$ cat config.mk
export PLATFORM = sky130hd
export DESIGN_NAME = expression_lexer_core
export DESIGN_NICKNAME = d
export VERILOG_FILES = /design/src/sv/exlex_pkg.sv /design/src/sv/exlex_step.sv /design/src/sv/expression_lexer_core.sv
export SDC_FILE = /design/constraint.sdc
export NUM_CORES = 1
export LEC_CHECK = 0
export ABC_AREA = 0
export BUFFER_PORTS_ARGS = -buffer_cell sky130_fd_sc_hd__buf_2
export CAP_MARGIN = 25
export CORE_MARGIN = 2
export CORE_UTILIZATION = 55
export CTS_BUF_LIST = sky130_fd_sc_hd__clkbuf_16
export DETAILED_ROUTE_END_ITERATION = 12
export PLACE_DENSITY = 0.74
export SYNTH_ARGS = -nofsm -noshare
export SYNTH_HDL_FRONTEND = slang
export SYNTH_SLANG_ARGS = --single-unit
$ cat constraint.sdc
create_clock -name clk_i -period 5.9 [get_ports clk_i]
set_clock_uncertainty 0.05 [all_clocks]
set_input_delay 0.59 -clock clk_i [delete_from_list [all_inputs] [get_ports clk_i]]
set_output_delay 0.59 -clock clk_i [all_outputs]
set_load 0.1 [all_outputs]
$ cat src/sv/exlex_pkg.sv
// Shared types, codes and character classes for the expression lexer.
// No dependencies; used by exlex_step and expression_lexer_core.
`default_nettype none

package exlex_pkg;

  typedef enum logic [3:0] {
    TokPlus    = 4'd0,
    TokMinus   = 4'd1,
    TokStar    = 4'd2,
    TokSlash   = 4'd3,
    TokCaret   = 4'd4,
    TokOpen    = 4'd5,
    TokClose   = 4'd6,
    TokComma   = 4'd7,
    TokNumber  = 4'd8,
    TokIdent   = 4'd9,
    TokInvalid = 4'd10,
    TokEnd     = 4'd11
  } token_kind_e;

  typedef struct packed {
    logic [7:0] char_code;
    logic       end_mark;
  } in_beat_t;

  typedef struct packed {
    token_kind_e token_kind;
    logic [15:0] start_column;
    logic [7:0]  token_length;
    logic        last_of_run;
  } out_beat_t;

  // Tokens produced by one character: count is 0, 1 or 2.
  typedef struct packed {
    logic [1:0] count;
    out_beat_t  first;
    out_beat_t  second;
  } step_res_t;

  localparam logic [2:0] ModeStart = 3'd0;
  localparam logic [2:0] ModeInt   = 3'd1;
  localparam logic [2:0] ModeDot   = 3'd2;
  localparam logic [2:0] ModeFrac  = 3'd3;
  localparam logic [2:0] ModeIdent = 3'd4;

  localparam logic [7:0] CharZero   = 8'h30;
  localparam logic [7:0] CharNine   = 8'h39;
  localparam logic [7:0] CharDot    = 8'h2E;
  localparam logic [7:0] CharUscore = 8'h5F;
  localparam logic [7:0] CharUpA    = 8'h41;
  localparam logic [7:0] CharUpZ    = 8'h5A;
  localparam logic [7:0] CharLoA    = 8'h61;
  localparam logic [7:0] CharLoZ    = 8'h7A;
  localparam logic [7:0] CharPlus   = 8'h2B;
  localparam logic [7:0] CharMinus  = 8'h2D;
  localparam logic [7:0] CharStar   = 8'h2A;
  localparam logic [7:0] CharSlash  = 8'h2F;
  localparam logic [7:0] CharCaret  = 8'h5E;
  localparam logic [7:0] CharOpen   = 8'h28;
  localparam logic [7:0] CharClose  = 8'h29;
  localparam logic [7:0] CharComma  = 8'h2C;
  localparam logic [7:0] CharSpace  = 8'h20;
  localparam logic [7:0] CharTab    = 8'h09;

  function automatic logic is_digit(input logic [7:0] c);
    return (c >= CharZero) && (c <= CharNine);
  endfunction

  function automatic logic is_alpha_us(input logic [7:0] c);
    return ((c >= CharUpA) && (c <= CharUpZ)) || ((c >= CharLoA) && (c <= CharLoZ)) ||
           (c == CharUscore);
  endfunction

  function automatic logic is_blank(input logic [7:0] c);
    return (c == CharSpace) || (c == CharTab);
  endfunction

endpackage

`default_nettype wire

$ cat src/sv/exlex_step.sv
// Next-state and token logic for one character of the expression lexer.
// Depends on exlex_pkg; purely combinational, state lives in the top level.
`default_nettype none

module exlex_step #(
  parameter int COLUMN_WIDTH = 16,
  parameter int LENGTH_WIDTH = 8
) (
  input  logic [2:0]              mode_i,
  input  logic [COLUMN_WIDTH-1:0] col_i,
  input  logic [COLUMN_WIDTH-1:0] start_i,
  input  logic [LENGTH_WIDTH-1:0] len_i,
  input  exlex_pkg::in_beat_t     beat_i,
  output logic [2:0]              mode_o,
  output logic [COLUMN_WIDTH-1:0] col_o,
  output logic [COLUMN_WIDTH-1:0] start_o,
  output logic [LENGTH_WIDTH-1:0] len_o,
  output exlex_pkg::step_res_t    res_o
);

  localparam int ColExtW = (COLUMN_WIDTH > 16) ? COLUMN_WIDTH : 16;
  localparam int LenExtW = (LENGTH_WIDTH > 8) ? LENGTH_WIDTH : 8;

  logic [7:0]              c;
  logic                    eof;
  logic                    dig;
  logic [COLUMN_WIDTH-1:0] col1;
  logic [LENGTH_WIDTH-1:0] len_inc;
  logic [LENGTH_WIDTH-1:0] pend_len;
  logic [ColExtW-1:0]      col1_ext;
  logic [ColExtW-1:0]      start_ext;
  logic [LenExtW-1:0]      pend_len_ext;

  // Start-mode handling, shared by the direct path and the reprocess path.
  logic                    sp_emit;
  exlex_pkg::token_kind_e  sp_kind;
  logic [2:0]              sp_mode;
  logic [COLUMN_WIDTH-1:0] sp_start;
  logic [LENGTH_WIDTH-1:0] sp_len;
  exlex_pkg::out_beat_t    sp_beat;
  exlex_pkg::out_beat_t    pend_beat;

  assign c        = beat_i.char_code;
  assign eof      = beat_i.end_mark;
  assign dig      = exlex_pkg::is_digit(c);
  assign col1     = (!eof && (col_i != {COLUMN_WIDTH{1'b1}})) ? col_i + 1'b1 : col_i;
  assign len_inc  = (len_i != {LENGTH_WIDTH{1'b1}}) ? len_i + 1'b1 : len_i;
  // A dot left dangling swallows the offending character into the invalid token.
  assign pend_len = ((mode_i == exlex_pkg::ModeDot) && !eof) ? len_inc : len_i;

  assign col1_ext     = ColExtW'(col1);
  assign start_ext    = ColExtW'(start_i);
  assign pend_len_ext = LenExtW'(pend_len);

  always_comb begin
    sp_emit  = 1'b0;
    sp_kind  = exlex_pkg::TokInvalid;
    sp_mode  = exlex_pkg::ModeStart;
    sp_start = start_i;
    sp_len   = len_i;
    if (eof) begin
      sp_emit = 1'b1;
      sp_kind = exlex_pkg::TokEnd;
    end else if (!exlex_pkg::is_blank(c)) begin
      sp_start = col1;
      sp_len   = LENGTH_WIDTH'(1);
      sp_emit  = 1'b1;
      case (c)
        exlex_pkg::CharPlus:  sp_kind = exlex_pkg::TokPlus;
        exlex_pkg::CharMinus: sp_kind = exlex_pkg::TokMinus;
        exlex_pkg::CharStar:  sp_kind = exlex_pkg::TokStar;
        exlex_pkg::CharSlash: sp_kind = exlex_pkg::TokSlash;
        exlex_pkg::CharCaret: sp_kind = exlex_pkg::TokCaret;
        exlex_pkg::CharOpen:  sp_kind = exlex_pkg::TokOpen;
        exlex_pkg::CharClose: sp_kind = exlex_pkg::TokClose;
        exlex_pkg::CharComma: sp_kind = exlex_pkg::TokComma;
        default: begin
          if (dig) begin
            sp_emit = 1'b0;
            sp_mode = exlex_pkg::ModeInt;
          end else if (c == exlex_pkg::CharDot) begin
            sp_emit = 1'b0;
            sp_mode = exlex_pkg::ModeDot;
          end else if (exlex_pkg::is_alpha_us(c)) begin
            sp_emit = 1'b0;
            sp_mode = exlex_pkg::ModeIdent;
          end
        end
      endcase
    end
  end

  always_comb begin
    sp_beat.token_kind   = sp_kind;
    sp_beat.start_column = col1_ext[15:0];
    sp_beat.token_length = eof ? 8'd0 : 8'd1;
    sp_beat.last_of_run  = 1'b1;

    pend_beat.token_kind   = exlex_pkg::TokNumber;
    pend_beat.start_column = start_ext[15:0];
    pend_beat.token_length = pend_len_ext[7:0];
    pend_beat.last_of_run  = 1'b1;
  end

  always_comb begin
    mode_o       = mode_i;
    col_o        = col1;
    start_o      = start_i;
    len_o        = len_i;
    res_o.count  = 2'd0;
    res_o.first  = sp_beat;
    res_o.second = sp_beat;

    unique case (mode_i)
      exlex_pkg::ModeInt, exlex_pkg::ModeFrac, exlex_pkg::ModeIdent: begin
        if (!eof && (mode_i == exlex_pkg::ModeIdent) && (dig || exlex_pkg::is_alpha_us(c))) begin
          len_o = len_inc;
        end else if (!eof && (mode_i != exlex_pkg::ModeIdent) && dig) begin
          len_o = len_inc;
        end else if (!eof && (mode_i == exlex_pkg::ModeInt) && (c == exlex_pkg::CharDot)) begin
          len_o  = len_inc;
          mode_o = exlex_pkg::ModeDot;
        end else begin
          // Close the pending token, then run the same character from start mode.
          res_o.first            = pend_beat;
          res_o.first.token_kind = (mode_i == exlex_pkg::ModeIdent) ?
                                   exlex_pkg::TokIdent : exlex_pkg::TokNumber;
          res_o.first.last_of_run = !sp_emit;
          res_o.count            = sp_emit ? 2'd2 : 2'd1;
          mode_o                 = sp_mode;
          start_o                = sp_start;
          len_o                  = sp_len;
        end
      end
      exlex_pkg::ModeDot: begin
        if (!eof && dig) begin
          len_o  = len_inc;
          mode_o = exlex_pkg::ModeFrac;
        end else begin
          res_o.first            = pend_beat;
          res_o.first.token_kind = exlex_pkg::TokInvalid;
          res_o.count            = 2'd1;
          len_o                  = pend_len;
          mode_o                 = exlex_pkg::ModeStart;
        end
      end
      default: begin
        res_o.count = sp_emit ? 2'd1 : 2'd0;
        mode_o      = sp_mode;
        start_o     = sp_start;
        len_o       = sp_len;
      end
    endcase
  end

endmodule

`default_nettype wire

$ cat src/sv/expression_lexer_core.sv
// Expression lexer top level: input register, lexer state, two-entry result buffer.
// Depends on exlex_pkg and exlex_step.
//
//   channel | direction | handshake             | payload
//   --------+-----------+-----------------------+----------------------
//   in      | sink      | in_valid_i/in_ready_o | exlex_pkg::in_beat_t
//   out     | source    | out_valid_o/out_ready_i | exlex_pkg::out_beat_t
//
// One character per cycle while the result buffer accepts: a beat is registered in the
// input register, then the lexer step updates the state and loads zero, one or two
// tokens into the result buffer, which shows its head on the next cycle.
// The load waits until the buffer is empty or drains this cycle, so a character
// that closes a token and starts another can hold off the next character.
// Reset clears all control state and puts the lexer in start mode at column zero.
`default_nettype none

module expression_lexer_core #(
  parameter int COLUMN_WIDTH = 16,
  parameter int LENGTH_WIDTH = 8
) (
  input  logic                 clk_i,
  input  logic                 rst_ni,
  input  logic                 in_valid_i,
  output logic                 in_ready_o,
  input  exlex_pkg::in_beat_t  in_i,
  output logic                 out_valid_o,
  input  logic                 out_ready_i,
  output exlex_pkg::out_beat_t out_o
);

  logic                    in_vq;
  exlex_pkg::in_beat_t     in_q;

  logic [2:0]              mode_q, mode_d;
  logic [COLUMN_WIDTH-1:0] col_q, col_d;
  logic [COLUMN_WIDTH-1:0] start_q, start_d;
  logic [LENGTH_WIDTH-1:0] len_q, len_d;

  exlex_pkg::out_beat_t    head_q, tail_q;
  logic [1:0]              cnt_q;

  exlex_pkg::step_res_t    step_res;
  logic                    pop;
  logic                    load;

  exlex_step #(
    .COLUMN_WIDTH(COLUMN_WIDTH),
    .LENGTH_WIDTH(LENGTH_WIDTH)
  ) u_step (
    .mode_i (mode_q),
    .col_i  (col_q),
    .start_i(start_q),
    .len_i  (len_q),
    .beat_i (in_q),
    .mode_o (mode_d),
    .col_o  (col_d),
    .start_o(start_d),
    .len_o  (len_d),
    .res_o  (step_res)
  );

  assign out_valid_o = (cnt_q != 2'd0);
  assign out_o       = head_q;
  assign pop         = out_valid_o && out_ready_i;
  assign load        = in_vq && ((cnt_q == 2'd0) || ((cnt_q == 2'd1) && pop));
  assign in_ready_o  = !in_vq || load;

  always_ff @(posedge clk_i or negedge rst_ni) begin
    if (!rst_ni) begin
      in_vq   <= 1'b0;
      mode_q  <= exlex_pkg::ModeStart;
      col_q   <= '0;
      start_q <= '0;
      len_q   <= '0;
      cnt_q   <= 2'd0;
    end else begin
      if (in_ready_o) begin
        in_vq <= in_valid_i;
      end
      if (load) begin
        mode_q  <= mode_d;
        col_q   <= col_d;
        start_q <= start_d;
        len_q   <= len_d;
        cnt_q   <= step_res.count;
      end else if (pop) begin
        cnt_q <= cnt_q - 2'd1;
      end
    end
  end

  always_ff @(posedge clk_i) begin
    if (in_ready_o && in_valid_i) begin
      in_q <= in_i;
    end
    if (load) begin
      head_q <= step_res.first;
      tail_q <= step_res.second;
    end else if (pop) begin
      // advance the second token of a pair
      head_q <= tail_q;
    end
  end

`ifndef NO_ASSERTIONS
  a_cnt_range : assert property (@(posedge clk_i) disable iff (!rst_ni)
    cnt_q != 2'd3)
    else $error("result buffer count out of range");

  a_no_load_full : assert property (@(posedge clk_i) disable iff (!rst_ni)
    cnt_q == 2'd2 |-> !load)
    else $error("step loaded over a held token pair");

  a_pair_held : assert property (@(posedge clk_i) disable iff (!rst_ni)
    load && step_res.count == 2'd2 |=> cnt_q == 2'd2 && !out_o.last_of_run)
    else $error("token pair not held in buffer");

  a_single_last : assert property (@(posedge clk_i) disable iff (!rst_ni)
    cnt_q == 2'd1 |-> out_o.last_of_run)
    else $error("final buffered token lacks last_of_run");
`endif

endmodule

`default_nettype wire

==> results of run 1 <==
synth_stat cells (3+ instances only):
| master | n | area share [%] |
|---|---|---|
| sky130_fd_sc_hd__a211oi_1 | 3 | 0.42 |
| sky130_fd_sc_hd__a21o_1 | 3 | 0.42 |
| sky130_fd_sc_hd__a21oi_1 | 17 | 1.6 |
| sky130_fd_sc_hd__a31oi_1 | 10 | 1.2 |
| sky130_fd_sc_hd__and3_1 | 9 | 1.0 |
| sky130_fd_sc_hd__clkbuf_1 | 19 | 1.3 |
| sky130_fd_sc_hd__dfrtp_1 | 46 | 21 |
| sky130_fd_sc_hd__edfxtp_1 | 59 | 33 |
| sky130_fd_sc_hd__ha_1 | 4 | 0.93 |
| sky130_fd_sc_hd__inv_1 | 18 | 1.3 |
| sky130_fd_sc_hd__mux2_2 | 11 | 2.3 |
| sky130_fd_sc_hd__mux2_4 | 6 | 1.7 |
| sky130_fd_sc_hd__mux2i_1 | 22 | 4.1 |
| sky130_fd_sc_hd__nand2_1 | 49 | 3.4 |
| sky130_fd_sc_hd__nand2b_1 | 6 | 0.70 |
| sky130_fd_sc_hd__nand3_1 | 16 | 1.5 |
| sky130_fd_sc_hd__nand3b_1 | 4 | 0.56 |
| sky130_fd_sc_hd__nand4_1 | 8 | 0.93 |
| sky130_fd_sc_hd__nor2_1 | 32 | 2.2 |
| sky130_fd_sc_hd__nor2b_1 | 4 | 0.46 |
| sky130_fd_sc_hd__nor3_1 | 10 | 0.93 |
| sky130_fd_sc_hd__nor3b_1 | 4 | 0.56 |
| sky130_fd_sc_hd__nor4_1 | 3 | 0.35 |
| sky130_fd_sc_hd__o21a_1 | 5 | 0.70 |
| sky130_fd_sc_hd__o21ai_0 | 32 | 3.0 |
| sky130_fd_sc_hd__o41ai_1 | 5 | 0.81 |
| sky130_fd_sc_hd__or2_2 | 3 | 0.35 |
| sky130_fd_sc_hd__or3_1 | 3 | 0.35 |
| sky130_fd_sc_hd__xnor2_1 | 14 | 2.3 |
| sky130_fd_sc_hd__xor2_1 | 15 | 2.4 |
power breakdown:
group          total, mW  internal (mW)  switching (mW)
Clock              0.607          0.333           0.274
Sequential          1.16           1.05           0.110
Combinational       1.41          0.289            1.12
Total               3.18           1.67            1.51
through the flow:
step	cells	power, mW	instance area [um^2]	setup slack [ns]	utilization [%]
final	662	3.18	5990	2.76	62.2
after global routing	662	3.34	5990	2.52	62.2
after CTS	662	3.20	5990	2.75	62.2
after detailed placement	646	2.59	5690	2.72	59.0
after global placement	646	2.56	5690	2.80	59.0
after floorplan	491	2.35	5400	3.43	-
area by class of cell:
class	count	area, um^2
Inverter	18	67.6
Clock inverter	7	77.6
Sequential cell	105	2920
Multi-Input combinational cell	343	2290
Timing Repair Buffer	47	245
Tap cell	133	166
Fill cell	784	3650
Clock buffer	9	225
state kept, by name, summed over array words and instances (netlist names):
register,count
out_o,29
tail_q,21
col_q,16
start_q,16
in_q,9
len_q,8
mode_q,3
cnt_q,2
in_vq,1
per-layer routing:
metal	vias to the layer above	GRT usage [%]	wire length (um)
met5	-	0	0
met1	1867	30.5	5010
li1	1865	-	-
met2	109	34.9	4990
met4	0	7.49	156
met3	14	2.85	418
path summary, 6_finish.rpt:
path | from | end | slack [ns]
setup / recovery | cnt_q[0] | start_q[6] | 2.76
hold / removal | rst_ni | in_vq | 0.30
setup reg to reg | cnt_q[0] | start_q[6] | 2.76
hold reg to reg | start_q[2] | start_q[2] | 0.46
max in group asynchronous | rst_ni | mode_q[1] | 5.07
min in group clk_i | in_i[4] | in_q[4] | 0.37
logic make-up (layout without fill, tap and decap cells):
| kind of cell | after synthesis | in the layout | synth area share (%) |
|---|---|---|---|
| buffers and inverters | 43 | 81 | 3.66 |
| adder cells (fa/ha/maj) | 4 | 4 | 0.927 |
| flip-flops | 105 | 105 | 54.1 |
| AO/OA/AOI/OAI | 100 | 100 | 11.9 |
| XOR/XNOR | 29 | 29 | 4.70 |
| AND/OR/NAND/NOR | 171 | 171 | 16.7 |
| multiplexers | 39 | 39 | 8.04 |
==> summary.txt, run 1 <==
Floorplanning
  – Die Span X: 103 um
  – Count of boundary I/O pins: 44
  – Die Span Y: 103 um
  – Cell Rows: 36
  – CORE AREA: 0.00964 mm^2
  – Die Area: 0.0106 mm^2
  – Starting Density: 56.0%

Place
  – Final weighted congestion of routability-driven global placement: 0.975
  – Number of input and output port buffers inserted: 43
  – DP Wirelength: 7170 um

Run
  – Maximum Capacitance Violations: 0

Layout
  – N_diodes: 0
  – Fraction of layout instances using a drive strength above 1: 18.1%
  – Most common library cell in the layout ignoring fill and taps: sky130_fd_sc_hd__edfxtp_1
  – Highest-count cells in the layout ignoring fill and taps: 59 x sky130_fd_sc_hd__edfxtp_1, 49 x sky130_fd_sc_hd__nand2_1, 46 x sky130_fd_sc_hd__dfrtp_1
  – Synthesis-to-layout area growth: 10.9%
  – NumNets Final: 541

Setup path
  – Category of the worst setup path launch point: flop
  – Critical path's top delay family: compound AO/OA/AOI/OAI gates
  – Maximum fanout along the worst path: 30
  – Crit path max-delay cell type: sky130_fd_sc_hd__o211a_1
  – Kind of critical path: reg2reg
  – WP data arrival: 3.32 ns
  – Cells along the critical path: inv_1 -> ha_1 -> a21oi_1 -> nand2b_2 -> buf_4 -> nor3_1 -> o211a_1 -> mux2_2
  – Depth of the worst register-to-register path: 8
  – Critical path's largest stage delay: 0.76 ns
  – Cell depth of the worst setup path: 8
  – Crit path buf inv count: 2
  – Type of element capturing the critical path: flop
  – Required time at the worst-slack endpoint: 6.08 ns

Clock tree
  – Buffer count from post-CTS setup fixing: 0
  – Number of clock sinks seen by CTS: 105
  – Resized Gates After CTS: 0
  – Master cell of the clock root buffer: sky130_fd_sc_hd__clkbuf_16
  – TritonCTS clock tree: yes
  – Number of buffers created by CTS: 9
  – Clock network latency to the later pin of the worst-skew pair: 0.35 ns
  – Number of buffers inserted by hold repair at cts: 0
  – Maximum root-to-sink buffer count: 2
  – H-tree depth reported by CTS: 3
  – CTS clk-pin slew, worst paths: 0.07 ns

STA
  – Peak clock frequency supported by timing: 318 MHz
  – Final period util: 53.2%
  – Number of setup violations in the final report: 0
  – Worst hold slack: 0.299 ns
  – Slew margin rel.: 31.1%
  – Final-report max-slew violation count: 0
  – Final hold violation count: 0
  – Sum of negative setup slack: 0 ns
  – RSZ-0062 raised after global routing: false
  – Slew at the pin with the worst max-slew slack: 1.03 ns
  – Post-layout min period: 3.14 ns

Drt
  – DRT iter0 DRCs: 233
  – DRC violation count after routing: 0
  – Vias per inst: 5.82
  – Number of routed nets with antenna violations: 0
  – Mean routed wirelength per cell: 16.0 um
  – Via Count: 3,855
  – Routed WL: 10,600 um
  – Detailed-router iteration count before antenna repair: 4

Logic synthesis
  – Synthesis Warnings: 0
  – Number of enable flip-flop cells after synthesis: 59
  – Flops & latches, synth: 105
  – Seq/Total Area, Yosys: 54.1%
  – Number of distinct library cells after synthesis: 69
  – Syn Inst Count: 491
  – Post-Synthesis Net Count: 508
  – Average cell area after synthesis: 11.0 um^2
  – Netlist Area Pre-Place: 0.00540 mm^2
  – Prevailing post-synth register cell: sky130_fd_sc_hd__edfxtp_1
  – Share of flip-flops with an asynchronous set or reset: 43.8%

Worst hold path
  – Hold WC Path Type: in2async

GRT
  – First-pass GRT wire length: 17,700 um
  – Largest net degree at the start of global routing: 47
  – Initial antenna violation count: 0
  – Vias in the first global route: 3,564
  – Grt total ovfl: 0
  – Overall Global Routing Usage: 21.7%

Status
  – Run status: finished, final reports clean

Power and ir drop
  – Leakage power summed over all cells: 2.52 nW
  – Worst-case vdd ir drop: 0.433 mV
  – Power density over the cells: 530 mW/mm^2
No activity file was read; power rests on OpenSTA's default activity.
==> run 2: changes to the inputs <==
--- a/config.mk
+++ b/config.mk
@@ -5,14 +5,14 @@
 export SDC_FILE = /design/constraint.sdc
 export NUM_CORES = 1
 export LEC_CHECK = 0
-export ABC_AREA = 0
+export ABC_AREA = 1
 export BUFFER_PORTS_ARGS = -buffer_cell sky130_fd_sc_hd__buf_2
 export CAP_MARGIN = 25
 export CORE_MARGIN = 2
 export CORE_UTILIZATION = 55
 export CTS_BUF_LIST = sky130_fd_sc_hd__clkbuf_16
 export DETAILED_ROUTE_END_ITERATION = 12
-export PLACE_DENSITY = 0.74
+export PLACE_DENSITY = 0.77
 export SYNTH_ARGS = -nofsm -noshare
 export SYNTH_HDL_FRONTEND = slang
 export SYNTH_SLANG_ARGS = --single-unit
==> constraint.sdc (replaced) <==
create_clock -name clk_i -period 2.64 [get_ports clk_i]
set_clock_uncertainty 0.05 [all_clocks]
set_input_delay 0.264 -clock clk_i [delete_from_list [all_inputs] [get_ports clk_i]]
set_output_delay 0.264 -clock clk_i [all_outputs]
set_load 0.1 [all_outputs]
==> summary.txt, run 2 <==
Layout
  – Fillers: 883 (+13%)
  – Fraction of layout instances using a drive strength above 1: 17.0% (-1.2 points)
  – Highest-count cells in the layout ignoring fill and taps: 219 x sky130_fd_sc_hd__nand2_1, 76 x sky130_fd_sc_hd__inv_1, 64 x sky130_fd_sc_hd__nand3_1
  – N_diodes: 0 (unchanged)
  – Sequential cell area: 0.00292 mm^2 (unchanged)
  – Flip-flop count of the largest register after layout: 29 (unchanged)
  – NumNets Final: 749 (+38%)
  – Utilization after layout: 62.5% (+0.33 points)
  – Number of standard cells in the layout, taps in and fillers out: 873 (+32%)
  – Most common library cell in the layout ignoring fill and taps: sky130_fd_sc_hd__nand2_1
  – Synthesis-to-layout area growth: 11.1%
  – Area of the multi-input gates: 0.00238 mm^2 (+3.9%)

Clock tree
  – Clock network latency to the later pin of the worst-skew pair: 0.35 ns (about the same)
  – Resized Gates After CTS: 0 (unchanged)
  – Number of buffers inserted by hold repair at cts: 1 (+1)
  – Maximum root-to-sink buffer count: 2 (unchanged)
  – Buffer count from post-CTS setup fixing: 0 (unchanged)
  – Master cell of the clock root buffer: sky130_fd_sc_hd__clkbuf_16
  – H-tree depth reported by CTS: 3 (unchanged)
  – TritonCTS clock tree: yes
  – CTS clk-pin slew, worst paths: 0.07 ns (about the same)
  – Number of clock sinks seen by CTS: 105 (unchanged)
  – Number of buffers created by CTS: 9 (unchanged)

Logic synthesis
  – Post-Synthesis Net Count: 702 (+38%)
  – Largest family of logic cells by synthesized area: simple AND/OR/NAND/NOR gates
  – Largest area contributor in the netlist: sky130_fd_sc_hd__edfxtp_1
  – Seq/Total Area, Yosys: 50.8% (-3.3 points)
  – Top cells by area, synth: sky130_fd_sc_hd__edfxtp_1 31%, sky130_fd_sc_hd__dfrtp_1 20%, sky130_fd_sc_hd__nand2_1 14%, sky130_fd_sc_hd__nand3_1 5.6%, sky130_fd_sc_hd__inv_1 4.8%
  – Post-synthesis compound-gate area fraction: 8.79% (-3.1 points)
  – Flops & latches, synth: 105 (unchanged)
  – Netlist Area Pre-Place: 0.00575 mm^2 (+6.5%)
  – Share of flip-flops with an asynchronous set or reset: 43.8% (unchanged)
  – Syn Inst Count: 685 (+40%)
  – Adder-cell area share of the yosys netlist: 0.870% (-0.057 points)
  – Prevailing post-synth register cell: sky130_fd_sc_hd__edfxtp_1
  – Mux share of post-synthesis cell area: 0% (-8.0 points)
  – Area share of xor/xnor cells in the synthesized design: 2.41% (-2.3 points)
  – Count leader, synth: sky130_fd_sc_hd__nand2_1
  – Synthesis Warnings: 0 (unchanged)
  – Number of distinct library cells after synthesis: 42 (-39%)
  – Area share of the leading cell type in the synthesized netlist: 30.8% (-2.0 points)
  – Number of enable flip-flop cells after synthesis: 59 (unchanged)
  – Share of synthesized cell area in and, or, nand and nor gates: 29.1% (+12 points)
  – Average cell area after synthesis: 8.40 um^2 (-24%)
  – Leading cell types by count after synthesis: 219 x sky130_fd_sc_hd__nand2_1, 74 x sky130_fd_sc_hd__inv_1, 64 x sky130_fd_sc_hd__nand3_1

STA
  – Final-report max-slew violation count: 0 (unchanged)
  – Number of setup violations in the final report: 0 (unchanged)
  – Final period util: 89.0% (+36 points)
  – Final hold violation count: 0 (unchanged)
  – Worst hold slack: 0.0367 ns (-0.262 ns)
  – RSZ-0062 raised after global routing: false
  – Peak clock frequency supported by timing: 425 MHz (+34%)
  – Sum of negative setup slack: 0 ns (unchanged)
  – Slew margin rel.: 51.4% (+20 points)
  – Post-layout min period: 2.35 ns (-0.790 ns)
  – Slew at the pin with the worst max-slew slack: 0.726 ns (-0.300 ns)

GRT
  – Vias in the first global route: 4,466 (+25%)
  – First-pass GRT wire length: 21,300 um (+20%)
  – Largest net degree at the start of global routing: 31 (-34%)
  – Initial antenna violation count: 0 (unchanged)
  – Grt total ovfl: 0 (unchanged)
  – Overall Global Routing Usage: 23.9% (+2.2 points)

Setup path
  – Kind of critical path: reg2reg
  – Worst setup path startpoint: in_q[2]
  – Critical path's largest stage delay: 0.52 ns (-0.24 ns)
  – Cells along the critical path: o21ai_1 -> nand4_1 -> nor2_1 -> nand2_1 -> nand3_4 -> nor3_4 -> inv_2 -> nand2_1 -> o21ai_2
  – Crit path max-delay cell type: sky130_fd_sc_hd__edfxtp_1
  – Cell repeated most along the worst path: sky130_fd_sc_hd__nand2_1
  – Category of the worst setup path launch point: flop
  – Reg2Reg Launch Point: in_q[2]
  – Reg-to-reg setup timing slack: 0.29 ns (-2.47 ns)
  – Maximum fanout along the worst path: 30 (unchanged)
  – Required time at the worst-slack endpoint: 2.86 ns (-3.22 ns)
  – WP data arrival: 2.57 ns (-0.75 ns)
  – Type of element capturing the critical path: flop

Worst hold path
  – Start point of the worst hold path: in_i[0]
  – Hold WC Path Type: in2reg

Floorplanning
  – Starting Density: 56.2% (+0.20 points)
  – Die Span Y: 106 um (+3.1%)
  – Die Span X: 106 um (+3.1%)
  – CORE AREA: 0.0102 mm^2 (+6.1%)
  – Cell Rows: 37 (+2.8%)
  – Die Area: 0.0113 mm^2 (+6.3%)
  – Count of boundary I/O pins: 44 (unchanged)

Drt
  – Number of routed nets with antenna violations: 0 (unchanged)
  – DRC violation count after routing: 0 (unchanged)
  – Routed WL: 12,700 um (+20%)
  – DRT iter0 DRCs: 330 (+42%)
  – Via Count: 4,684 (+22%)
  – Detailed-router iteration count before antenna repair: 5 (+1)
  – Mean routed wirelength per cell: 14.5 um (-9.2%)
  – Vias per inst: 5.37 (-7.9%)

Place
  – DP Wirelength: 8960 um (+25%)
  – Number of input and output port buffers inserted: 43 (unchanged)
  – Final weighted congestion of routability-driven global placement: 0.935 (-4.1%)
  – Placed Cells: 856 (+33%)

Run
  – Maximum Capacitance Violations: 0 (unchanged)

Status
  – Run status: finished, final reports clean
run 2: cell count changes after synthesis, sizes merged, moves of 16 or more:
cell	previous run	this run
mux2i	22	0
o21ai	33	49
nand3	16	72
mux2	17	0
nand2	49	226
nor2	32	65
inv	18	84
run 2: cells by family (layout without fill, tap and decap cells):
| logic type | Yosys count | count (layout) |
|---|---|---|
| adders and majority gates | 4 | 4 |
| buffers and inverters | 104 | 156 |
| AOI/OAI and AO/OA | 78 | 78 |
| xor gates and xnor gates | 15 | 15 |
| and+or+nand+nor | 379 | 379 |
| DFF | 105 | 105 |
run 2: layout make-up:
class,count,share of cell area [%]
clock buffer,9,3.52
multi-input combinational,476,37.2
clock inverter,7,0.763
tap,136,2.66
inverter,84,5.05
timing repair buffer,56,5.13
sequential,105,45.7
run 2: worst paths after layout:
kind / endpoint / cells after the start
worst max-delay path: start_q[9] / 9
worst min-delay path: in_q[0] / 1
worst max register to register: start_q[9] / 9
worst min register to register: start_q[2] / 2
max in group asynchronous: len_q[6] / 3
min in group asynchronous: in_vq / 3
run 2: per-layer routing:
metal  wire length (um)  vias to the layer above  global-route usage (%)
met5                  0                        -                       0
met4                218                        0                    9.02
met3                779                       19                    3.74
met2               5950                      174                    39.1
met1               5710                     2177                    32.2
li1                   -                     2314                       -
run 2: critical path, delay by kind of cell, from the launching register on:
family	cells	cell delay, ns
and+or+nand+nor	6	0.91
DFF	1	0.52
buffers and inverters	1	0.49
AOI/OAI and AO/OA	2	0.30
run 2: metrics by stage:
| step | setup slack (ns) | instance area [um^2] |
|---|---|---|
| after floorplan | 0.166 | 5750 |
| after global placement | 0.389 | 6110 |
| after detailed placement | 0.312 | 6110 |
| after CTS | 0.277 | 6390 |
| after global routing | 0.0681 | 6390 |
| final | 0.289 | 6390 |
Power of run 2 is left out: the tool's default activity adds up to more than one toggle a clock period on the data nets, which glitch-free logic cannot reach.
==> run 3: changes to the inputs <==
--- a/config.mk
+++ b/config.mk
@@ -12,7 +12,7 @@
 export CORE_UTILIZATION = 55
 export CTS_BUF_LIST = sky130_fd_sc_hd__clkbuf_16
 export DETAILED_ROUTE_END_ITERATION = 12
-export PLACE_DENSITY = 0.77
+export PLACE_DENSITY = 0.84
 export SYNTH_ARGS = -nofsm -noshare
 export SYNTH_HDL_FRONTEND = slang
 export SYNTH_SLANG_ARGS = --single-unit
==> summary.txt, run 3 (synthesized netlist as in run 2, its figures left out) <==
STA
  – Slew margin rel.: 56.2% (+4.8 points)
  – Post-route worst setup slack: 0.214 ns (-0.0751 ns)
  – Number of setup violations in the final report: 0 (unchanged)
  – Final-report max-slew violation count: 0 (unchanged)
  – Slew at the pin with the worst max-slew slack: 0.656 ns (-0.0700 ns)
  – RSZ-0062 raised after global routing: false
  – Peak clock frequency supported by timing: 412 MHz (-3.1%)
  – Sum of negative setup slack: 0 ns (unchanged)
  – Final period util: 91.9% (+2.8 points)
  – Worst hold slack: 0.0376 ns (+0.000825 ns)
  – Post-layout min period: 2.43 ns (+0.0751 ns)
  – Final hold violation count: 0 (unchanged)

Layout
  – Most common library cell in the layout ignoring fill and taps: sky130_fd_sc_hd__nand2_1
  – N_diodes: 0 (unchanged)
  – Fraction of layout instances using a drive strength above 1: 17.1% (+0.16 points)
  – NumNets Final: 748 (-0.13%)
  – Highest-count cells in the layout ignoring fill and taps: 219 x sky130_fd_sc_hd__nand2_1, 74 x sky130_fd_sc_hd__inv_1, 64 x sky130_fd_sc_hd__nand3_1
  – Synthesis-to-layout area growth: 11.7%
  – Fillers: 820 (-7.1%)
  – Flip-flop count of the largest register after layout: 29 (unchanged)

GRT
  – Grt total ovfl: 0 (unchanged)
  – Initial antenna violation count: 0 (unchanged)
  – Overall Global Routing Usage: 24.0% (+0.081 points)
  – First-pass GRT wire length: 21,500 um (+0.77%)
  – Largest net degree at the start of global routing: 31 (unchanged)
  – Vias in the first global route: 4,538 (+1.6%)

Floorplanning
  – Die Area: 0.0113 mm^2 (unchanged)
  – CORE AREA: 0.0102 mm^2 (unchanged)
  – Cell Rows: 37 (unchanged)
  – Count of boundary I/O pins: 44 (unchanged)
  – Starting Density: 56.2% (unchanged)
  – Die Span X: 106 um (unchanged)
  – Die Span Y: 106 um (unchanged)

Place
  – DP Wirelength: 8950 um (about the same)
  – Number of input and output port buffers inserted: 43 (unchanged)
  – Worst setup slack before clock tree synthesis: 0.287 ns (-0.0255 ns)
  – Final weighted congestion of routability-driven global placement: 0.961 (+2.8%)

Drt
  – Total length of routed met3 wires: 747 um (-4.1%)
  – Routed length on met1: 5680 um (-0.63%)
  – Number of routed nets with antenna violations: 0 (unchanged)
  – DRC violation count after routing: 0 (unchanged)
  – Via Count: 4,852 (+3.6%)
  – DRT iter0 DRCs: 341 (+3.3%)
  – Met2 WL post-DR: 5970 um (+0.35%)
  – Routed WL: 12,800 um (+0.90%)
  – Mean routed wirelength per cell: 14.7 um (+1.0%)
  – Highest Signal Layer: met4
  – Detailed-router iteration count before antenna repair: 6 (+1)
  – Vias per inst: 5.56 (+3.7%)

Clock tree
  – Maximum root-to-sink buffer count: 2 (unchanged)
  – Master cell of the clock root buffer: sky130_fd_sc_hd__clkbuf_16
  – Number of clock sinks seen by CTS: 105 (unchanged)
  – CTS clk-pin slew, worst paths: 0.07 ns (about the same)
  – Clock network latency to the later pin of the worst-skew pair: 0.35 ns (about the same)
  – Buffer count from post-CTS setup fixing: 0 (unchanged)
  – TritonCTS clock tree: yes
  – Number of buffers created by CTS: 9 (unchanged)
  – H-tree depth reported by CTS: 3 (unchanged)

Setup path
  – Kind of critical path: reg2reg
  – Category of the worst setup path launch point: flop
  – Required time at the worst-slack endpoint: 2.87 ns (about the same)
  – Maximum fanout along the worst path: 30 (unchanged)
  – WP data arrival: 2.66 ns (+0.09 ns)
  – Type of element capturing the critical path: flop

Worst hold path
  – Hold WC Path Type: in2reg

Status
  – Run status: finished, final reports clean

Run
  – Maximum Capacitance Violations: 0 (unchanged)
-- run 3: cell types whose count changed in the layout (fill, tap and decap cells not counted) --
cell and change:
sky130_fd_sc_hd__buf_4 -1, sky130_fd_sc_hd__bufinv_16 +1, sky130_fd_sc_hd__clkinv_2 -1, sky130_fd_sc_hd__inv_1 -2, sky130_fd_sc_hd__inv_6 +1, sky130_fd_sc_hd__inv_8 +1
-- run 3: area by class of cell --
| class | instances | area [um^2] | share of cell area (%) |
|---|---|---|---|
| flip-flops and latches | 105 | 2920 | 45.5 |
| multi-input cells | 476 | 2380 | 37.0 |
| inverters | 84 | 323 | 5.03 |
| repair buffers | 55 | 320 | 4.99 |
| clock buffers | 9 | 225 | 3.51 |
| well taps | 136 | 170 | 2.65 |
| clock inverters | 7 | 86.3 | 1.34 |
-- run 3: through the flow --
step | std cells | utilization [%] | cell area, um^2
finish | 872 | 62.8 | 6420
global route | 872 | 62.8 | 6420
CTS | 872 | 62.8 | 6420
detailed placement | 855 | 59.6 | 6100
global placement | 855 | 59.6 | 6100
floorplan | 685 | - | 5750
-- run 3: path summary, 6_finish.rpt --
kind                       slack (ns)  cells after the start         from     endpoint
max                              0.21                      9      in_q[2]   start_q[8]
min                              0.04                      1      in_i[3]      in_q[3]
max reg2reg                      0.21                      9      in_q[2]   start_q[8]
min reg2reg                      0.43                      2  start_q[12]  start_q[12]
max in group asynchronous        1.38                      3       rst_ni     col_q[4]
min in group asynchronous        0.40                      2       rst_ni        in_vq
-- run 3: what timing repair did --
action                    in CTS  in global routing
hold endpoints to repair      20                  0
gates resized for setup        0                  0
hold buffers                   1                  0
-- run 3: routing by layer --
layer	vias to the layer above	track usage, %
met3	40	3.56
li1	2331	-
met2	224	37.7
met5	-	0
met1	2257	33.2
met4	0	10.5
-- run 3: worst max-delay path, stage by stage, from the launching register on --
cell and delay [ns]:
sky130_fd_sc_hd__edfxtp_1 0.52, sky130_fd_sc_hd__o21ai_1 0.24, sky130_fd_sc_hd__nand4_1 0.22, sky130_fd_sc_hd__nor2_1 0.24
sky130_fd_sc_hd__nand2_1 0.12, sky130_fd_sc_hd__nand3_4 0.14, sky130_fd_sc_hd__nor3_4 0.06, sky130_fd_sc_hd__inv_2 0.48
sky130_fd_sc_hd__nand2_1 0.18, sky130_fd_sc_hd__o21ai_2 0.09
Power of run 3 is left out for the same reason.
